## config.mk

```make
export PLATFORM = sky130hd
export DESIGN_NAME = rc4_drop256_key_data_decrypt_top
export DESIGN_NICKNAME = d
export VERILOG_FILES = /design/src/rtl/core/rc4d_pkg.sv /design/src/rtl/core/rc4_drop256_key_data_decrypt_top.sv /design/src/rtl/core/rc4d_ram.sv
export SDC_FILE = /design/constraint.sdc
export NUM_CORES = 2
export LEC_CHECK = 0
export BUFFER_PORTS_ARGS = -buffer_cell sky130_fd_sc_hd__buf_2
export CAP_MARGIN = 10
export CORE_MARGIN = 2
export CORE_UTILIZATION = 50
export DETAILED_ROUTE_END_ITERATION = 12
export MAX_ROUTING_LAYER = met4
export PLACE_DENSITY = 0.75
export SYNTH_ARGS = -nofsm -noshare
export SYNTH_HDL_FRONTEND = slang
export SYNTH_SLANG_ARGS = --single-unit
export TNS_END_PERCENT = 30
```

## constraint.sdc

```tcl
create_clock -name clk_i -period 12.3 [get_ports clk_i]
set_clock_uncertainty 0.15 [all_clocks]
set_input_delay 0.615 -clock clk_i [delete_from_list [all_inputs] [get_ports clk_i]]
set_output_delay 0.615 -clock clk_i [all_outputs]
set_load 0.03 [all_outputs]
```

## src/rtl/core/rc4d_pkg.sv

```systemverilog
// Shared constants for the RC4-drop key data decryptor.
package rc4d_pkg;

  // Byte and table geometry
  localparam int unsigned DataW       = 8;
  localparam int unsigned TableDepth  = 256;
  localparam int unsigned KeySrcBytes = 32;
  localparam int unsigned KeySrcW     = KeySrcBytes * DataW;

  // Configuration port geometry
  localparam int unsigned CfgIdxW  = 8;
  localparam int unsigned CfgDataW = 64;

  // Configuration register indexes
  localparam logic [CfgIdxW-1:0] CfgIvHigh  = CfgIdxW'(0);
  localparam logic [CfgIdxW-1:0] CfgIvLow   = CfgIdxW'(1);
  localparam logic [CfgIdxW-1:0] CfgKekHigh = CfgIdxW'(2);
  localparam logic [CfgIdxW-1:0] CfgKekLow  = CfgIdxW'(3);

  // Default parameter values
  localparam int unsigned KeyBytesDef  = 32;
  localparam int unsigned DropBytesDef = 256;

endpackage

```

## src/rtl/core/rc4_drop256_key_data_decrypt_top.sv

```systemverilog
// RC4-drop key data decryptor: key schedule, drop and keystream XOR on one table RAM.
// Plain byte: GenRdI, GenRdJ, GenWrI, GenWrJ, result registered; bytes are taken only in idle.
// Rekey byte (first byte of a message, or any byte before the first keying): 256-entry fill
//   + key schedule over all 256 entries + DropBytes discarded bytes, then the plain-byte steps.
// The table RAM has one write and one registered read port; a full result stalls GenWrJ.
// Reset (rst_ni low, asynchronous) clears indices, keyed flag, key registers and result valid.
module rc4_drop256_key_data_decrypt_top #(
  parameter int unsigned KeyBytes  = rc4d_pkg::KeyBytesDef,
  parameter int unsigned DropBytes = rc4d_pkg::DropBytesDef
) (
  input  logic                          clk_i,
  input  logic                          rst_ni,
  // Input bytes
  input  logic                          s_axis_tvalid_i,
  output logic                          s_axis_tready_o,
  input  logic [rc4d_pkg::DataW-1:0]    s_axis_tdata_i,  // [7:0] data_byte
  input  logic                          s_axis_tuser_i,  // [0] first_byte
  input  logic                          s_axis_tlast_i,  // last_byte
  // Result bytes
  output logic                          m_axis_tvalid_o,
  input  logic                          m_axis_tready_i,
  output logic [rc4d_pkg::DataW-1:0]    m_axis_tdata_o,  // [7:0] out_byte
  output logic                          m_axis_tlast_o,  // out_last
  // Configuration writes
  input  logic                          cfg_valid_i,
  output logic                          cfg_ready_o,
  input  logic [rc4d_pkg::CfgIdxW-1:0]  cfg_index_i,
  input  logic [rc4d_pkg::CfgDataW-1:0] cfg_data_i
);

  localparam int unsigned KeyW   = (KeyBytes > 1) ? $clog2(KeyBytes) : 1;
  localparam int unsigned DropW  = (DropBytes > 0) ? $clog2(DropBytes + 1) : 1;
  localparam int unsigned AddrW  = $clog2(rc4d_pkg::TableDepth);
  localparam logic [KeyW-1:0]  KeyLast  = KeyW'(KeyBytes - 1);
  localparam logic [DropW-1:0] DropLoad = DropW'(DropBytes);
  localparam logic [AddrW-1:0] AddrLast = {AddrW{1'b1}};

  typedef enum logic [9:0] {
    StIdle    = 10'b0000000001,
    StFill    = 10'b0000000010,
    StKsRdI   = 10'b0000000100,
    StKsRdJ   = 10'b0000001000,
    StKsWrI   = 10'b0000010000,
    StKsWrJ   = 10'b0000100000,
    StGenRdI  = 10'b0001000000,
    StGenRdJ  = 10'b0010000000,
    StGenWrI  = 10'b0100000000,
    StGenWrJ  = 10'b1000000000
  } state_e;

  state_e state_q, state_d;

  logic [rc4d_pkg::CfgDataW-1:0] iv_high_q, iv_low_q, kek_high_q, kek_low_q;
  logic [AddrW-1:0] n_q, n_d;
  logic [AddrW-1:0] i_q, i_d;
  logic [AddrW-1:0] j_q, j_d;
  logic [KeyW-1:0]  k_q, k_d;
  logic [DropW-1:0] drop_q, drop_d;
  logic             keyed_q, keyed_d;
  logic [rc4d_pkg::DataW-1:0] a_q, a_d, b_q, b_d;
  logic [rc4d_pkg::DataW-1:0] data_q, data_d;
  logic             last_q, last_d;
  logic             m_valid_q, m_valid_d;
  logic [rc4d_pkg::DataW-1:0] m_data_q, m_data_d;
  logic             m_last_q, m_last_d;

  logic                       ram_we, ram_re;
  logic [AddrW-1:0]           ram_waddr, ram_raddr;
  logic [rc4d_pkg::DataW-1:0] ram_wdata, ram_rdata;

  logic [rc4d_pkg::KeySrcW-1:0] key_src;
  logic [8:0]                   k_ext;
  logic [rc4d_pkg::DataW-1:0]   key_b;
  logic [AddrW-1:0]             ab_sum;
  logic [rc4d_pkg::DataW-1:0]   ks_byte;
  logic                         in_fire, out_free;

  assign cfg_ready_o = 1'b1;

  // Latch configuration registers
  always_ff @(posedge clk_i or negedge rst_ni) begin
    if (!rst_ni) begin
      iv_high_q  <= '0;
      iv_low_q   <= '0;
      kek_high_q <= '0;
      kek_low_q  <= '0;
    end else if (cfg_valid_i) begin
      unique case (cfg_index_i)
        rc4d_pkg::CfgIvHigh:  iv_high_q  <= cfg_data_i;
        rc4d_pkg::CfgIvLow:   iv_low_q   <= cfg_data_i;
        rc4d_pkg::CfgKekHigh: kek_high_q <= cfg_data_i;
        rc4d_pkg::CfgKekLow:  kek_low_q  <= cfg_data_i;
        default: ;
      endcase
    end
  end

  // Select key byte k; positions past the key source read as zero
  assign key_src = {iv_high_q, iv_low_q, kek_high_q, kek_low_q};
  assign k_ext   = 9'(k_q);
  always_comb begin
    key_b = '0;
    if (k_ext < 9'(rc4d_pkg::KeySrcBytes)) begin
      key_b = key_src[rc4d_pkg::KeySrcW - 1 - 8 * int'(k_ext[4:0]) -: 8];
    end
  end

  // Keystream byte after the swap: forward the swapped entries
  assign ab_sum = a_q + b_q;
  always_comb begin
    if (ab_sum == j_q) begin
      ks_byte = a_q;
    end else if (ab_sum == i_q) begin
      ks_byte = b_q;
    end else begin
      ks_byte = ram_rdata;
    end
  end

  assign s_axis_tready_o = (state_q == StIdle);
  assign in_fire         = s_axis_tvalid_i && s_axis_tready_o;
  assign out_free        = !m_valid_q || m_axis_tready_i;

  // Sequencer over the shared table RAM
  always_comb begin
    state_d   = state_q;
    n_d       = n_q;
    i_d       = i_q;
    j_d       = j_q;
    k_d       = k_q;
    drop_d    = drop_q;
    keyed_d   = keyed_q;
    a_d       = a_q;
    b_d       = b_q;
    data_d    = data_q;
    last_d    = last_q;
    m_valid_d = m_valid_q && !m_axis_tready_i;
    m_data_d  = m_data_q;
    m_last_d  = m_last_q;
    ram_we    = 1'b0;
    ram_waddr = n_q;
    ram_wdata = n_q;
    ram_re    = 1'b0;
    ram_raddr = n_q;

    unique case (state_q)
      StIdle: begin
        if (in_fire) begin
          data_d = s_axis_tdata_i;
          last_d = s_axis_tlast_i;
          if (s_axis_tuser_i || !keyed_q) begin
            n_d     = '0;
            state_d = StFill;
          end else begin
            state_d = StGenRdI;
          end
        end
      end
      StFill: begin
        // Write identity permutation
        ram_we = 1'b1;
        n_d    = n_q + 1'b1;
        if (n_q == AddrLast) begin
          j_d     = '0;
          k_d     = '0;
          state_d = StKsRdI;
        end
      end
      StKsRdI: begin
        ram_re  = 1'b1;
        state_d = StKsRdJ;
      end
      StKsRdJ: begin
        a_d       = ram_rdata;
        j_d       = j_q + ram_rdata + key_b;
        ram_re    = 1'b1;
        ram_raddr = j_d;
        state_d   = StKsWrI;
      end
      StKsWrI: begin
        ram_we    = 1'b1;
        ram_wdata = ram_rdata;
        state_d   = StKsWrJ;
      end
      StKsWrJ: begin
        ram_we    = 1'b1;
        ram_waddr = j_q;
        ram_wdata = a_q;
        n_d       = n_q + 1'b1;
        k_d       = (k_q == KeyLast) ? '0 : k_q + 1'b1;
        if (n_q == AddrLast) begin
          i_d     = '0;
          j_d     = '0;
          drop_d  = DropLoad;
          keyed_d = 1'b1;
          state_d = StGenRdI;
        end else begin
          state_d = StKsRdI;
        end
      end
      StGenRdI: begin
        i_d       = i_q + 1'b1;
        ram_re    = 1'b1;
        ram_raddr = i_d;
        state_d   = StGenRdJ;
      end
      StGenRdJ: begin
        a_d       = ram_rdata;
        j_d       = j_q + ram_rdata;
        ram_re    = 1'b1;
        ram_raddr = j_d;
        state_d   = StGenWrI;
      end
      StGenWrI: begin
        b_d       = ram_rdata;
        ram_we    = 1'b1;
        ram_waddr = i_q;
        ram_wdata = ram_rdata;
        ram_re    = 1'b1;
        ram_raddr = a_q + ram_rdata;
        state_d   = StGenWrJ;
      end
      StGenWrJ: begin
        ram_we    = 1'b1;
        ram_waddr = j_q;
        ram_wdata = a_q;
        if (drop_q != '0) begin
          // Discard this keystream byte
          drop_d  = drop_q - 1'b1;
          state_d = StGenRdI;
        end else if (out_free) begin
          m_valid_d = 1'b1;
          m_data_d  = data_q ^ ks_byte;
          m_last_d  = last_q;
          state_d   = StIdle;
        end
      end
      default: state_d = StIdle;
    endcase
  end

  // Control registers
  always_ff @(posedge clk_i or negedge rst_ni) begin
    if (!rst_ni) begin
      state_q   <= StIdle;
      n_q       <= '0;
      i_q       <= '0;
      j_q       <= '0;
      k_q       <= '0;
      drop_q    <= '0;
      keyed_q   <= 1'b0;
      m_valid_q <= 1'b0;
    end else begin
      state_q   <= state_d;
      n_q       <= n_d;
      i_q       <= i_d;
      j_q       <= j_d;
      k_q       <= k_d;
      drop_q    <= drop_d;
      keyed_q   <= keyed_d;
      m_valid_q <= m_valid_d;
    end
  end

  // Payload registers
  always_ff @(posedge clk_i) begin
    a_q      <= a_d;
    b_q      <= b_d;
    data_q   <= data_d;
    last_q   <= last_d;
    m_data_q <= m_data_d;
    m_last_q <= m_last_d;
  end

  rc4d_ram #(
    .Width (rc4d_pkg::DataW),
    .Depth (rc4d_pkg::TableDepth)
  ) u_perm_ram (
    .clk_i   (clk_i),
    .we_i    (ram_we),
    .waddr_i (ram_waddr),
    .wdata_i (ram_wdata),
    .re_i    (ram_re),
    .raddr_i (ram_raddr),
    .rdata_o (ram_rdata)
  );

  assign m_axis_tvalid_o = m_valid_q;
  assign m_axis_tdata_o  = m_data_q;
  assign m_axis_tlast_o  = m_last_q;

  // Once keyed, the block stays keyed
  a_keyed_holds: assert property (@(posedge clk_i) disable iff (!rst_ni)
    keyed_q |=> keyed_q)
    else $error("keyed flag dropped");

  // An accepted byte always starts the sequencer
  a_accept_starts: assert property (@(posedge clk_i) disable iff (!rst_ni)
    in_fire |=> (state_q == StFill || state_q == StGenRdI))
    else $error("accepted byte did not start work");

  // Keystream generation only runs on a keyed table
  a_gen_keyed: assert property (@(posedge clk_i) disable iff (!rst_ni)
    (state_q == StGenRdI || state_q == StGenRdJ || state_q == StGenWrI ||
     state_q == StGenWrJ) |-> keyed_q)
    else $error("keystream generation on unkeyed table");

  // Drop count is drained before the block goes idle
  a_drop_drained: assert property (@(posedge clk_i) disable iff (!rst_ni)
    (drop_q != '0) |-> (state_q != StIdle))
    else $error("idle with discard pending");

  // A new result comes only out of the final keystream step
  a_result_src: assert property (@(posedge clk_i) disable iff (!rst_ni)
    $rose(m_valid_q) |-> $past(state_q == StGenWrJ))
    else $error("result loaded outside keystream step");

endmodule

```

## src/rtl/core/rc4d_ram.sv

```systemverilog
// Generic simple dual-port RAM with registered read data.
module rc4d_ram #(
  parameter int unsigned Width = 8,
  parameter int unsigned Depth = 256
) (
  input  logic                     clk_i,
  input  logic                     we_i,
  input  logic [$clog2(Depth)-1:0] waddr_i,
  input  logic [Width-1:0]         wdata_i,
  input  logic                     re_i,
  input  logic [$clog2(Depth)-1:0] raddr_i,
  output logic [Width-1:0]         rdata_o
);

  logic [Width-1:0] mem_q [Depth];
  logic [Width-1:0] rdata_q;

  // Write port
  always_ff @(posedge clk_i) begin
    if (we_i) begin
      mem_q[waddr_i] <= wdata_i;
    end
  end

  // Read port, old data on a same-address write
  always_ff @(posedge clk_i) begin
    if (re_i) begin
      rdata_q <= mem_q[raddr_i];
    end
  end

  assign rdata_o = rdata_q;

endmodule
```

## Word-level counts from Yosys, hierarchy flattened

Memories as Yosys holds them, arrays and structs flattened. A register that Yosys moved wholly into a read port is not among the register bits.
Index checks and enable logic that the tools add are counted.

- Bitwise gates (word level): 2
- Magnitude comparators: 1
- $add $sub $neg: 9
- Eq/ne operators: 24
- Muxes and demuxes: 32
- Shifts and indexed selects: 1
- Reduce and logical (&&, ||, !) cells: 33

Operator list:

| cell | count |
|---|---|
| 263-bit by 33-bit indexed part select with 8-bit output | 1 |
| 10-bit case mux with 10 select lines | 1 |
| 8-bit case mux with 2 select lines | 4 |
| 8-bit two-way mux | 6 |
| 10-bit two-way mux | 4 |
| 8-bit adder | 4 |
| 8-bit case mux with 4 select lines | 1 |
| 8-bit case mux with 3 select lines | 1 |
| 9-bit two-way mux | 2 |
| 9-bit case mux with 2 select lines | 1 |
| 2-bit AND reduction | 9 |
| 8-bit by 1-bit adder with 8-bit output, second input constant | 2 |
| 8-bit by 2-bit == test with 1-bit output, second input constant | 2 |
| 8-bit == test | 2 |
| 7-bit two-way mux | 2 |
| 3-bit AND reduction | 4 |
| 10-bit by 1-bit == test with 1-bit output, second input constant | 1 |
| 10-bit == test, second input constant | 1 |
| 10-bit by 2-bit == test with 1-bit output, second input constant | 1 |
| 10-bit by 3-bit == test with 1-bit output, second input constant | 1 |
| 10-bit by 4-bit == test with 1-bit output, second input constant | 1 |
| 10-bit by 5-bit == test with 1-bit output, second input constant | 1 |
| 10-bit by 6-bit == test with 1-bit output, second input constant | 1 |
| 10-bit by 7-bit == test with 1-bit output, second input constant | 1 |
| other kinds (26) | 48 |

- RAM bits: 2048
- Memories kept: 1
- Register bits: 340

Memories:

| name | depth | width | rd ports | clocked after memory_dff | wr ports | RTL line | source |
|---|---|---|---|---|---|---|---|
| u_perm_ram.mem_q | 256 | 8 | 1 | 1 | 1 | rc4d_ram.sv:15 | `logic [Width-1:0] mem_q [Depth];` |

## Logic depth before layout (Yosys ltp)

- Depth in word-level cells: 5
- Depth in mapped cells: 24
- Gate-level depth less buffers: 17

## By module

A second synthesis with hierarchy kept.

- Cell total of the unflattened synthesis: 4985
- Area total of the unflattened synthesis: 96737.8 sq um

By module, submodules not included:

| module | sequential area each (sq um) | instances | cells each | area an instance (sq um) |
|---|---|---|---|---|
| rc4d_ram | 61739.2 | 1 | 3733 | 79636.4 |
| rc4_drop256_key_data_decrypt_top | 8679.6 | 1 | 1252 | 17101.4 |

## Least setup slack after synthesis

OpenSTA, ideal clock, no wires.

- Path type: register -> register
- From: register state_q[0]
- To: memory u_perm_ram.mem_q[0][2] (data pin)
- Arrival: 5.287 ns
- Buffers on the path: 3
- Period minus slack after synthesis: 6.302 ns
- Cell stages (with the launch flop): 9
- Slack: 5.998 ns
- Data required time: 11.285 ns
- Path through: dfstp_2 buf_2 or4_4 nor3_1 nand3b_1 nand2_1 buf_2 buf_1 a221o_1

- Longest elaborated chain between the ends: 3
- Elaborated cells between the ends (all ways): 7

RTL lines:

| element | RTL line | source |
|---|---|---|
| start, declared | rc4_drop256_key_data_decrypt_top.sv:51 | `state_e state_q, state_d;` |
| start signal, assigned | rc4_drop256_key_data_decrypt_top.sv:245 | `state_q <= StIdle;` |
| start signal, assigned | rc4_drop256_key_data_decrypt_top.sv:254 | `state_q <= state_d;` |
| 10-bit == test, or another cell as far along | rc4_drop256_key_data_decrypt_top.sv:146 | `unique case (state_q)` |
| 2-bit OR reduction (no line) | - |  |
| 8-bit case mux with 2 select lines (*) | rc4_drop256_key_data_decrypt_top.sv:146 |  |
| net ram_wdata (one bit) | rc4_drop256_key_data_decrypt_top.sv:69 | `logic [rc4d_pkg::DataW-1:0] ram_wdata, ram_rdata;` |
| end, declared | rc4d_ram.sv:15 |  |

The timed path passes the listed nets; every way through them passes the cells marked *.

## Worst setup path in the final report

- From: register k_q[0]
- To: register u_perm_ram.rdata_q[3], in the netlist u_perm_ram.rdata_o[3], read port of u_perm_ram.mem_q (data pin)

- Longest elaborated chain between the ends: 5
- Elaborated cells between the ends (all ways): 6

RTL lines:

| element | RTL line | source |
|---|---|---|
| start, declared | rc4_drop256_key_data_decrypt_top.sv:57 | `logic [KeyW-1:0] k_q, k_d;` |
| start signal, assigned | rc4_drop256_key_data_decrypt_top.sv:258 | `k_q <= k_d;` |
| 8-bit by 8-bit subtractor with 9-bit output | rc4_drop256_key_data_decrypt_top.sv:104 | `key_b = key_src[rc4d_pkg::KeySrcW - 1 - 8 * int'(k_ext[4:0]) -: 8];` |
| 263-bit by 33-bit indexed part select with 8-bit output | rc4_drop256_key_data_decrypt_top.sv:104 |  |
| 8-bit two-way mux (*) | rc4_drop256_key_data_decrypt_top.sv:103 | `if (k_ext < 9'(rc4d_pkg::KeySrcBytes)) begin` |
| 8-bit adder (*) | rc4_drop256_key_data_decrypt_top.sv:175 | `j_d = j_q + ram_rdata + key_b;` |
| 8-bit case mux with 4 select lines (*) | rc4_drop256_key_data_decrypt_top.sv:146 |  |
| end, declared | rc4d_ram.sv:16 | `logic [Width-1:0] rdata_q;` |

Every way passes the cells marked *; elsewhere a longest branch is shown, timed or not.
A chain may end at the register's enable or synchronous reset.

==> results.md <==
- Metal3 WL: 30700 um
- Share of post-route cells with drive strength above 1: 13.9%
- Tcrit/Tclk final: 70.2%
- Critical Path Max Stage Delay: 830 ps
- Routed wire per std cell: 27.2 um
- Max-Cap Viols: 0
- Post-synth EDFFs: 2090
- Slowest cell on crit path: buf_4
- Hold Vio Cnt, Final: 0
- GRT Overall Usage: 27.0%
- Post-Synth Adder-Cell Area: 0.500%
- M1 wire length: 98100 um
- Post-DP Area: 0.102 mm^2
- Clock sink total: 2396
- Startpoint type of the worst setup path: flop
- Top-count cell post-synth: edfxtp_1
- Via density per instance: 6.30
- Vias in the first global route: 59500
- Yosys reg bits: 2396
- DP HPWL: 158000 um
- Sequential-to-total area share from yosys stat: 71.4%
- Syn Inst Count: 6878
- Clock Pin Slew Worst Setup and Hold Paths: 70 ps
- IO Port Bufs: 97
- CP Cell Sequence: buf_4 > mux4_2 > mux4_2 > mux2_2 > ha_1 > inv_1 > fa_1 > nand2b_1 > nand3_1 > o32ai_2 > o31a_2 > buf_4 > buf_4 > nand2_4 > buf_4 > nor2_1 > a222oi_1 > nand4_1 > nand4_1 > a21oi_1 > nor4b_2
- Final TNS setup: 0 ps
- Top post-synthesis cells by count: 2090 x edfxtp_1, 1379 x nand2_1, 422 x nand3_1
- Crit-path leading delay family: buffers and inverters
- Largest net degree at the start of global routing: 253
- DR iter-0 viols: 9788
- Core area: 0.197 mm^2
- Fin area: 0.110 mm^2
- Slew HR: 15.5%
- Initial core utilization: 50.2%
- CTS root buf: clkbuf_16
- Post-route ant nets: 0
- Synthesized cell area: 0.0986 mm^2
- Setup Crit Path Kind: reg -> reg
- Post-synthesis mux area share: 9.58%
- Clk buf depth: 3
- Leak: 39.9 nW
- Synth top area share: 63.6%
- Slew @ Worst Pin: 1270 ps
- Initial antenna violation count: 11
- Slew Limit Fails: 0
- Power Density: 183 mW/mm^2
- Die width: 448 um
- # rows: 163
- Post-synth top flop: edfxtp_1
- # Post-CTS Setup Buffers: 0
- Synth async-reset ratio: 12.8%
- Total Wirelength: 267000 um
- Area grow syn2layout: 11.6%
- CP bufs+invs: 5
- XOR/XNOR Fraction of Synth Area: 0.560%
- CP most frequent cell: buf_4
- Die H: 448 um
- Highest routed layer: met4
- Dpl cells: 9294
- Power consumption: 0.0201 W
- Die area: 0.201 mm^2
- First-pass GRT wire length: 392000 um
- Main area contributors after synthesis: edfxtp_1 64%, dfrtp_1 7.7%, nand2_1 5.2%
- Drt pass-1 iters: 10
- Synth Area in Compound Gates: 5.02%
- Post-Layout Cell Count: 9805
- Routability Congestion: 0.919
- Max IR drop VDD: 0.000163 V
- Clk Latency, worst-skew pair: 870 ps
- Mean Syn Cell Area: 14.3 um^2
- TritonCTS buffer count: 225
- TritonCTS clock tree: built
- Arr. time, crit path: 9180 ps
- HP Class: reg -> reg
- Synth Area in Simple Gates: 10.8%
- Crit path required time: 12850 ps
- Top-Level Pins: 99
- Yosys cell types: 97
- Largest family of logic cells by synthesized area: simple AND/OR/NAND/NOR gates
- H-tree depth: 4
- # nets final: 7083
- Via count: 61800
- Crit. End Element: flop
- Status: completed
- Post-synth net total: 7002
- GRT overflow: 0
- CP max FO: 51
- Area leader, netlist: edfxtp_1
- Residual DRC: 0
- Wire length on met2: 124000 um
- RSZ-0062 raised after global routing: no
- Synth Warn #: 0
- Post-route minimum period: 8630 ps
- Setup violators final: 0
- Fill count: 15100
- Max Freq: 116 MHz
area by class of cell:
cell class	count	area, um^2	area share, %
clock buffer	279	5940	5.40
tap	2640	3300	3.00
inverter	24	90.1	0.0819
sequential	2396	70400	64.0
antenna	13	32.5	0.0296
multi-input combinational	4041	26400	24.0
timing repair buffer	271	2180	1.98
clock inverter	141	1650	1.50
registers in the layout, summed over array words and instances (netlist names), 5 cells and up:
register            count
a_q                     8
b_q                     8
data_q                  8
drop_q                  9
i_q                     8
iv_high_q              64
iv_low_q               64
j_q                     8
k_q                     5
kek_high_q             64
kek_low_q              64
m_axis_tdata_o          8
n_q                     8
state_q                10
u_perm_ram.mem_q     2048
u_perm_ram.rdata_o      8
cell usage in the layout, fill, tap and decap left out, types with 43 or more instances in the layout:
cell           synthesis  layout
clkbuf_1             179      46
mux2_2               271     270
mux4_2               112     112
nor2_1               342     338
xnor2_1               45      45
dlygate4sd3_1          0      77
nor4_1                85      85
buf_4                 32      83
a21oi_1              171     170
edfxtp_1            2090    2090
nand2_1             1379    1370
o22ai_1               88      88
a32oi_1               90      90
dfrtp_1              305     303
a31oi_1              105     105
mux2i_1              386     385
nand4_1               82      82
nand3_1              422     413
buf_2                172      96
clkbuf_16              0     227
o21ai_0               44      44
clkinv_2               0      43
metrics by stage:
| step | hold WS, ps | setup slack [ps] | util, % |
|---|---|---|---|
| CTS | 264 | 3760 | 55.9 |
| global route | 282 | 3290 | 55.9 |
| floorplan | 169 | 6000 | - |
| detailed placement | 255 | 3850 | 51.7 |
| global placement | 252 | 3870 | 51.7 |
| finish | 269 | 3670 | 55.9 |
final timing paths:
| kind | from | endpoint | slack (ps) | cells past startpoint |
|---|---|---|---|---|
| setup / recovery | k_q[0] | u_perm_ram.rdata_o[3] | 3670 | 21 |
| hold / removal | last_q | m_axis_tlast_o | 270 | 0 |
| setup reg to reg | k_q[0] | u_perm_ram.rdata_o[3] | 3670 | 21 |
| hold reg to reg | last_q | m_axis_tlast_o | 270 | 0 |
| max in group asynchronous | rst_ni | k_q[0] | 8880 | 4 |
| min in group asynchronous | rst_ni | kek_low_q[59] | 350 | 2 |
repair_timing:
action	in CTS	in global routing
endpoints found under the hold margin	407	0
hold buffers	77	0
resized for setup	0	0
metal layers:
layer / vias to the layer above / global-route usage [%]
met5: - / -
met4: 0 / 12.6
met3: 748 / 5.89
met2: 4219 / 40.8
met1: 30600 / 35.1
li1: 26200 / -
report_power, final:
| part | total [W] | switching, W | internal [W] |
|---|---|---|---|
| logic | 0.00381 | 0.00275 | 0.00106 |
| registers | 0.00915 | 0.0000442 | 0.00911 |
| clock network | 0.00713 | 0.00307 | 0.00407 |
| total | 0.0201 | 0.00586 | 0.0142 |
cells by family (layout without fill, tap and decap cells):
kind of cell               Yosys count  count (layout)
AOI/OAI and AO/OA                  705             705
DFF                               2396            2396
muxes                              770             770
and+or+nand+nor                   2465            2465
other                                1              14
xor gates and xnor gates            63              63
adders and majority gates           37              37
buffers and inverters              441             715
worst reg2reg max path, stage by stage, from the launching register on:
cell      delay (ps)
dfrtp_4          620
buf_4            830
mux4_2           630
mux4_2           470
mux2_2           320
ha_1             230
inv_1             90
fa_1             210
nand2b_1         160
nand3_1          110
o32ai_2          270
o31a_2           190
buf_4            460
buf_4            520
nand2_4          410
buf_4            540
nor2_1           800
a222oi_1         230
nand4_1          250
nand4_1          230
a21oi_1          470
nor4b_2          280
Note: power is estimated with default switching activity, not from simulation.
